===== src/design/pisd_pkg.sv =====
// Package for the partial insertion sort block.
// Word types for the entry and result channels, store entry, FSM states, compare selects.
// No dependencies.
package pisd_pkg;

	localparam int CODE_W  = 16;
	localparam int SCORE_W = 32;

	typedef logic [CODE_W-1:0]         code_t;
	typedef logic signed [SCORE_W-1:0] score_t;

	localparam score_t SORT_LIMIT_RESET = score_t'(32'h8000_0000);

	typedef struct packed {
		code_t  move_code;
		score_t score;
		logic   last_entry;
	} entry_word_t;

	typedef struct packed {
		code_t  out_move_code;
		score_t out_score;
		logic   last_out;
		logic   dropped;
	} result_word_t;

	typedef struct packed {
		code_t  move_code;
		score_t score;
	} store_entry_t;

	typedef enum logic [1:0] {
		CMP_LIMIT,
		CMP_HELD
	} cmp_sel_t;

	typedef enum logic [2:0] {
		ST_LOAD,
		ST_RD_P,
		ST_CHK,
		ST_SWAP,
		ST_WALK,
		ST_PUT,
		ST_E_RD,
		ST_E_LD
	} state_t;

endpackage


===== src/design/pisd_store.sv =====
// Entry store of the partial insertion sort block.
// One write port, one read port with registered read data.
// Depends on pisd_pkg.
module pisd_store
	import pisd_pkg::*;
#(
	parameter int DEPTH = 64,
	parameter int AW    = 6
) (
	input  logic         clk,
	input  logic         wr_en,
	input  logic [AW-1:0] wr_addr,
	input  store_entry_t wr_data,
	input  logic         rd_en,
	input  logic [AW-1:0] rd_addr,
	output store_entry_t rd_data
);

	store_entry_t mem_q [DEPTH];
	store_entry_t rd_data_q;

	always_ff @(posedge clk) begin
		if (wr_en) begin
			mem_q[wr_addr] <= wr_data;
		end
	end

	always_ff @(posedge clk) begin
		if (rd_en) begin
			rd_data_q <= mem_q[rd_addr];
		end
	end

	assign rd_data = rd_data_q;

endmodule


===== src/design/pisd_cmp.sv =====
// Shared signed score comparator of the partial insertion sort block.
// Compares a store read against the sort limit or the held entry.
// Depends on pisd_pkg.
module pisd_cmp
	import pisd_pkg::*;
(
	input  cmp_sel_t sel,
	input  score_t   rd_score,
	input  score_t   limit,
	input  score_t   held_score,
	output logic     lt
);

	score_t rhs;

	always_comb begin
		unique case (sel)
			CMP_LIMIT: rhs = limit;
			CMP_HELD:  rhs = held_score;
			default:   rhs = limit;
		endcase
	end

	assign lt = (rd_score < rhs);

endmodule


===== src/design/partial_insertion_sort_descending.sv =====
// Partial insertion sort, descending, over a streamed list of scored entries.
// Depends on pisd_pkg, pisd_store and pisd_cmp.
//
// Entries are taken one a cycle, while entry_stall is low, into a MAX_ENTRIES deep
// store; further entries are dropped and every result of that list carries the
// dropped flag. The entry marked last starts the sort, during which entry_stall
// stays high. The sort runs on one store port pair and one shared comparator: an
// entry below sort_limit is only read and compared; one at or above it is swapped to
// the prefix end, then walked headward past each lower-scored prefix entry. The
// list is then read out in order into the result register; a result stall holds it.
// The first entry of a new list is taken in the cycle after the last result is loaded.
module partial_insertion_sort_descending
	import pisd_pkg::*;
#(
	parameter int MAX_ENTRIES = 64
) (
	input  logic         clk,
	input  logic         arst_n,
	input  logic         cfg_wr_en,
	input  score_t       cfg_wr_data,
	input  logic         entry_valid,
	output logic         entry_stall,
	input  entry_word_t  entry,
	output logic         result_valid,
	input  logic         result_stall,
	output result_word_t result
);

	localparam int AW  = $clog2(MAX_ENTRIES);
	localparam int CW  = $clog2(MAX_ENTRIES + 1);
	localparam logic [CW-1:0] MAX_CNT = CW'(MAX_ENTRIES);

	state_t state_q, state_d;

	score_t        sort_limit_q;
	logic [CW-1:0] count_q;
	logic          ovf_q;
	logic [CW-1:0] p_q;
	logic [AW-1:0] pe_q;
	logic [AW-1:0] q_q;
	logic [AW-1:0] k_q;
	store_entry_t  held_q;
	result_word_t  result_q;
	logic          result_valid_q;

	logic          mem_we;
	logic [AW-1:0] mem_waddr;
	store_entry_t  mem_wdata;
	logic          mem_re;
	logic [AW-1:0] mem_raddr;
	store_entry_t  mem_rdata;
	cmp_sel_t      cmp_sel;
	logic          lt;

	logic entry_acc;
	logic result_acc;
	logic out_free;
	logic has_room;
	logic p_in_list;
	logic k_last;
	logic q_at_one;

	assign entry_acc  = entry_valid && !entry_stall;
	assign result_acc = result_valid_q && !result_stall;
	assign out_free   = !result_valid_q || result_acc;
	assign has_room   = (count_q < MAX_CNT);
	assign p_in_list  = (p_q < count_q);
	assign k_last     = ((CW'(k_q) + CW'(1)) == count_q);
	assign q_at_one   = (q_q == AW'(1));

	pisd_store #(
		.DEPTH (MAX_ENTRIES),
		.AW    (AW)
	) u_store (
		.clk     (clk),
		.wr_en   (mem_we),
		.wr_addr (mem_waddr),
		.wr_data (mem_wdata),
		.rd_en   (mem_re),
		.rd_addr (mem_raddr),
		.rd_data (mem_rdata)
	);

	pisd_cmp u_cmp (
		.sel        (cmp_sel),
		.rd_score   (mem_rdata.score),
		.limit      (sort_limit_q),
		.held_score (held_q.score),
		.lt         (lt)
	);

	always_comb begin
		state_d = state_q;
		unique case (state_q)
			ST_LOAD: if (entry_acc && entry.last_entry) state_d = ST_RD_P;
			ST_RD_P: state_d = p_in_list ? ST_CHK : ST_E_RD;
			ST_CHK:  state_d = lt ? ST_RD_P : ST_SWAP;
			ST_SWAP: state_d = ST_WALK;
			ST_WALK: begin
				if (lt) begin
					state_d = q_at_one ? ST_PUT : ST_WALK;
				end else begin
					state_d = ST_RD_P;
				end
			end
			ST_PUT:  state_d = ST_RD_P;
			ST_E_RD: if (out_free) state_d = ST_E_LD;
			ST_E_LD: state_d = k_last ? ST_LOAD : ST_E_RD;
			default: state_d = ST_LOAD;
		endcase
	end

	always_comb begin
		entry_stall = 1'b1;
		mem_we      = 1'b0;
		mem_waddr   = q_q;
		mem_wdata   = held_q;
		mem_re      = 1'b0;
		mem_raddr   = p_q[AW-1:0];
		cmp_sel     = CMP_LIMIT;
		unique case (state_q)
			ST_LOAD: begin
				entry_stall = 1'b0;
				mem_we      = entry_acc && has_room;
				mem_waddr   = count_q[AW-1:0];
				mem_wdata   = '{move_code: entry.move_code, score: entry.score};
			end
			ST_RD_P: begin
				mem_re    = p_in_list;
				mem_raddr = p_q[AW-1:0];
			end
			ST_CHK: begin
				cmp_sel   = CMP_LIMIT;
				mem_re    = !lt;
				mem_raddr = pe_q + AW'(1);
			end
			ST_SWAP: begin
				mem_we    = 1'b1;
				mem_waddr = p_q[AW-1:0];
				mem_wdata = mem_rdata;
				mem_re    = 1'b1;
				mem_raddr = q_q - AW'(1);
			end
			ST_WALK: begin
				cmp_sel   = CMP_HELD;
				mem_we    = 1'b1;
				mem_waddr = q_q;
				mem_wdata = lt ? mem_rdata : held_q;
				mem_re    = lt && !q_at_one;
				mem_raddr = q_q - AW'(1) - AW'(1);
			end
			ST_PUT: begin
				mem_we    = 1'b1;
				mem_waddr = '0;
				mem_wdata = held_q;
			end
			ST_E_RD: begin
				mem_re    = out_free;
				mem_raddr = k_q;
			end
			ST_E_LD: begin
				mem_re = 1'b0;
			end
			default: begin
				entry_stall = 1'b1;
			end
		endcase
	end

	always_ff @(posedge clk or negedge arst_n) begin
		if (!arst_n) begin
			state_q        <= ST_LOAD;
			sort_limit_q   <= SORT_LIMIT_RESET;
			count_q        <= '0;
			ovf_q          <= 1'b0;
			p_q            <= '0;
			pe_q           <= '0;
			q_q            <= '0;
			k_q            <= '0;
			result_valid_q <= 1'b0;
		end else begin
			state_q <= state_d;
			if (cfg_wr_en) begin
				sort_limit_q <= cfg_wr_data;
			end
			if (result_acc) begin
				result_valid_q <= 1'b0;
			end
			unique case (state_q)
				ST_LOAD: begin
					if (entry_acc) begin
						if (has_room) begin
							count_q <= count_q + CW'(1);
						end else begin
							ovf_q <= 1'b1;
						end
						if (entry.last_entry) begin
							p_q  <= CW'(1);
							pe_q <= '0;
							k_q  <= '0;
						end
					end
				end
				ST_CHK: begin
					if (lt) begin
						p_q <= p_q + CW'(1);
					end else begin
						pe_q <= pe_q + AW'(1);
						q_q  <= pe_q + AW'(1);
					end
				end
				ST_WALK: begin
					if (lt) begin
						q_q <= q_q - AW'(1);
					end else begin
						p_q <= p_q + CW'(1);
					end
				end
				ST_PUT: p_q <= p_q + CW'(1);
				ST_E_LD: begin
					result_valid_q <= 1'b1;
					k_q            <= k_q + AW'(1);
					if (k_last) begin
						count_q <= '0;
						ovf_q   <= 1'b0;
					end
				end
				default: begin
				end
			endcase
		end
	end

	// hold the entry that the limit comparison picks for insertion, and register the result word
	always_ff @(posedge clk) begin
		if (state_q == ST_CHK && !lt) begin
			held_q <= mem_rdata;
		end
		if (state_q == ST_E_LD) begin
			result_q <= '{out_move_code: mem_rdata.move_code,
			              out_score:     mem_rdata.score,
			              last_out:      k_last,
			              dropped:       ovf_q};
		end
	end

	assign result_valid = result_valid_q;
	assign result       = result_q;

`ifndef NO_ASSERTIONS
	a_count_bound: assert property (@(posedge clk) disable iff (!arst_n)
		count_q <= MAX_CNT)
		else $error("entry count beyond capacity");

	a_result_from_load: assert property (@(posedge clk) disable iff (!arst_n)
		$rose(result_valid_q) |-> $past(state_q == ST_E_LD))
		else $error("result word raised outside the load step");

	a_sort_write_in_list: assert property (@(posedge clk) disable iff (!arst_n)
		(mem_we && state_q != ST_LOAD) |-> (CW'(mem_waddr) < count_q))
		else $error("sort write outside the stored list");

	a_walk_not_head: assert property (@(posedge clk) disable iff (!arst_n)
		(state_q == ST_WALK) |-> (q_q != '0))
		else $error("insertion walk past the head of the list");
`endif

endmodule


===== config.mk =====
export PLATFORM = sky130hd
export DESIGN_NAME = partial_insertion_sort_descending
export DESIGN_NICKNAME = d
export VERILOG_FILES = /design/src/design/pisd_pkg.sv /design/src/design/pisd_store.sv /design/src/design/pisd_cmp.sv /design/src/design/partial_insertion_sort_descending.sv
export SDC_FILE = /design/constraint.sdc
export NUM_CORES = 2
export LEC_CHECK = 0
export BUFFER_PORTS_ARGS = -buffer_cell sky130_fd_sc_hd__buf_2
export CAP_MARGIN = 25
export CORE_MARGIN = 1.5
export CORE_UTILIZATION = 25
export CTS_BUF_LIST = sky130_fd_sc_hd__clkbuf_16
export DETAILED_ROUTE_END_ITERATION = 7
export PLACE_DENSITY_LB_ADDON = 0.05
export SYNTH_ARGS = -nofsm -noshare
export SYNTH_HDL_FRONTEND = slang
export SYNTH_SLANG_ARGS = --single-unit

===== constraint.sdc =====
create_clock -name clk -period 6.7 [get_ports clk]
set_input_delay 0.335 -clock clk [delete_from_list [all_inputs] [get_ports clk]]
set_output_delay 0.335 -clock clk [all_outputs]
set_load 0.02 [all_outputs]

==> reports/results.ini <==
[outcome]
outcome=finished clean

[critical_path]
worst_ep_required_time_ns=7.36
worstSetupPathType=flip-flop to flip-flop
cp-startpoint=state_q[2]
slowest_delay_ns=0.82
cp.depth=14
cp_num_buf_inv=3
crit_end=u_store.mem_q[13][35]
crit_top_cell=buf_4
cp_cell_sequence=or3b_4 -> mux2i_1 -> ha_1 -> a2111oi_0 -> buf_4 -> o21ai_0 -> nor2_1 -> o31ai_1 -> o21bai_1 -> and2_0 -> buf_4 -> mux2i_1 -> o221ai_4 -> buf_4
crit_family=simple AND/OR/NAND/NOR gates
reg2reg_from=state_q[2]
end_kind=flip-flop
crit_path_top_delay_cell=or3b_4
critPathMaxFanout=65
cp-start-kind=flip-flop
r2r_slack_ns=1.14
critPathArrivalTime_ns=6.22
r2r-end=u_store.mem_q[13][35]
reg2regPathDepth=14

[synth]
synthFlopType=edfxtp_1
muxShareOfSynthArea=0.126
synth_top_area_frac=0.726
synth_area_leaders=edfxtp_1 (73%), mux2i_1 (11%), nand2_1 (3.7%), nand3_1 (3.4%), mux4_2 (1.6%)
yosysSeqAreaShare=0.739
synthCells=8388
yosys.area_share.simple=0.0804
synth_top_family_by_area=multiplexers
synthXorXnorAreaFrac=0.00171
syn_area_um2=133000
synth_edf_count=3218
synth_top_area_cell=edfxtp_1
yosys.area_share.adder=0.00423
ys_ff_latch=3287
synth_warnings=0
ys_types=78
synth-compound-area-share=0.0288
syn_area_per_cell_um2=15.9
syn-num-nets=8519
async_flop_share=0.0210

[timing]
slew-limit-headroom=0.213
finalSetupTns_ns=0
setup_viol=0
whs_ns=0.0758
worst_slack_ns=1.14
hold_viol_final=0
worst_pin_slew_ns=1.18
clock.fmax_ghz=0.180
slew_violations=0
fin_skew_ns=0.0851
post-route-period-util=0.830
rsz0062_at_grt=false
period_needed_ns=5.56

[floorplanning]
num_rows=267
die_h_um=732
start_util=0.251
die_x_um=732
core-area_um2=530000
die-area_um2=536000
ioPinCount=138

[power]
leakagePower_uw=0.0549
peakVddDrop_mv=0.624
p_per_area_nw_per_um2=601

[drt]
wl_um=556000
drt_iter0_markers=7429
firstDrtPassIters=7
postRouteAntennaNets=0
drc=0
vias=77658
wl_per_cell_um=34.3
viasPerCell=4.79

[clocking]
htree_levels=5
clkSlewWorstSetupHoldPaths_ns=0.06
cts_inserted_buffers=399
cts.path.max_buffers=4
cts_tree=built
cts_root_buf=clkbuf_16
postCtsSetupBuffers=0
clk_latency_ns=1.01
cts.sinks=3287

[grt]
grt_max_degree=123
grt_pass1_vias=77426
grt_pass1_wl_um=734000
grt_overflow=0
antenna_found_initial=58
gr-usage-all-layers=0.201

[flow_run]
maxCapViolCount=0

[place]
port_buffers=137
hpwl_um=313000
routabilityCongestion=0.837
dp_slack_ns=1.27

[hold_path]
hold_class=input port to asynchronous set/reset pin

[cells_and_area]
final_nets=9008
drive_gt1_frac=0.147
syn_to_final_growth_pct=19.7
fillers=52167
fin_util=0.301

flip-flops by register name, summed over array words and instances (netlist names), 7 cells and up:
signal and flops:
u_store.mem_q 3072, result 50, held_q 48, u_store.rd_data 48, sort_limit_q 32, count_q 7, p_q 7
stage by stage:
stage                     power (uW)  cells  cell area [um2]
after floorplan                56400   8388           133000
after global placement         75900  15396           146000
after detailed placement       76100  15401           146000
after CTS                      97500  16196           159000
after global routing          100000  16197           159000
final                          95800  16201           159000
cells in the mapped netlist, types with 32 or more instances:
cell	n
and4_1	49
buf_2	178
o21ai_0	92
dfrtp_1	68
a22oi_1	82
mux2i_1	1419
nor2_1	123
nand3_1	895
nand2_1	1298
buf_1	45
mux2_2	35
buf_4	84
clkbuf_1	196
a32oi_1	157
o221ai_1	32
mux4_2	94
edfxtp_1	3218
ha_1	45
final cells by class:
cell class	instances	area, um2	area share
antenna	5	12.5	0.0000786
inverter	21	78.8	0.000495
multi-input combinational	4571	33500	0.210
timing repair buffer	597	5970	0.0375
tap	6994	8750	0.0550
sequential	3287	98400	0.618
clock buffer	405	10100	0.0636
clock inverter	321	2480	0.0156
metal layers:
| layer | track usage | up-vias | routed length [um] |
|---|---|---|---|
| met5 | 0 | - | 34 |
| met4 | 0.0495 | 6 | 14700 |
| met3 | 0.0195 | 627 | 20000 |
| met2 | 0.352 | 1934 | 278000 |
| met1 | 0.267 | 41630 | 243000 |
| li1 | - | 33461 | - |
what timing repair did:
action / 4_1_cts / 5_1_grt
gates resized for setup: 0 / 0
hold buffers: 69 / 0
endpoints found under the hold margin: 105 / 0
cell usage in the layout, fill, tap and decap left out, types with 31 or more instances in the layout:
master | synthesis | final
a32oi_1 | 157 | 157
nor2_4 | 0 | 68
nor2_1 | 123 | 53
o21ai_0 | 92 | 61
dfrtp_1 | 68 | 67
a22oi_1 | 82 | 82
dlygate4sd3_1 | 0 | 69
clkbuf_16 | 0 | 405
buf_4 | 84 | 260
buf_12 | 0 | 131
and4_1 | 49 | 49
clkinv_1 | 2 | 104
inv_1 | 19 | 101
nand3_1 | 895 | 894
bufinv_16 | 0 | 31
buf_2 | 178 | 136
ha_1 | 45 | 45
nand2_1 | 1298 | 1297
mux4_2 | 94 | 94
clkinv_2 | 0 | 71
edfxtp_1 | 3218 | 3218
mux2i_1 | 1419 | 1419
mux2_2 | 35 | 35
worst register-to-register path, stage by stage, from the launching register on:
cell and delay [ns]:
dfrtp_4 0.49, or3b_4 0.82, mux2i_1 0.32, ha_1 0.29, a2111oi_0 0.49, buf_4 0.19, o21ai_0 0.10, nor2_1 0.14
o31ai_1 0.13, o21bai_1 0.45, and2_0 0.47, buf_4 0.29, mux2i_1 0.14, o221ai_4 0.20, buf_4 0.58
report_power, final:
part | leakage [uW] | switching (uW) | internal (uW) | total (uW)
clock network | 0.00651 | 9010 | 12100 | 21100
registers | 0.0299 | 1360 | 29600 | 31000
logic | 0.0185 | 30000 | 13700 | 43600
worst min-delay path by stage:
stage	from	to	slack, ns	cells past startpoint
final	arst_n	sort_limit_q[22]	0.08	3
after global placement	arst_n	sort_limit_q[29]	0.20	1
after global routing	arst_n	sort_limit_q[10]	0.11	3
after floorplan	arst_n	count_q[0]	0.04	0
after CTS	arst_n	sort_limit_q[5]	0.03	3
after detailed placement	arst_n	sort_limit_q[18]	0.20	1
logic make-up (layout without fill, tap and decap cells):
family,after synthesis,in the layout
compound gates,514,514
xor+xnor,26,26
fa+ha+maj,45,45
simple gates,2434,2434
buf+inv,530,1344
other cells,0,5
mux,1552,1552
flops,3287,3287
No activity file was read; power rests on OpenSTA's default activity.
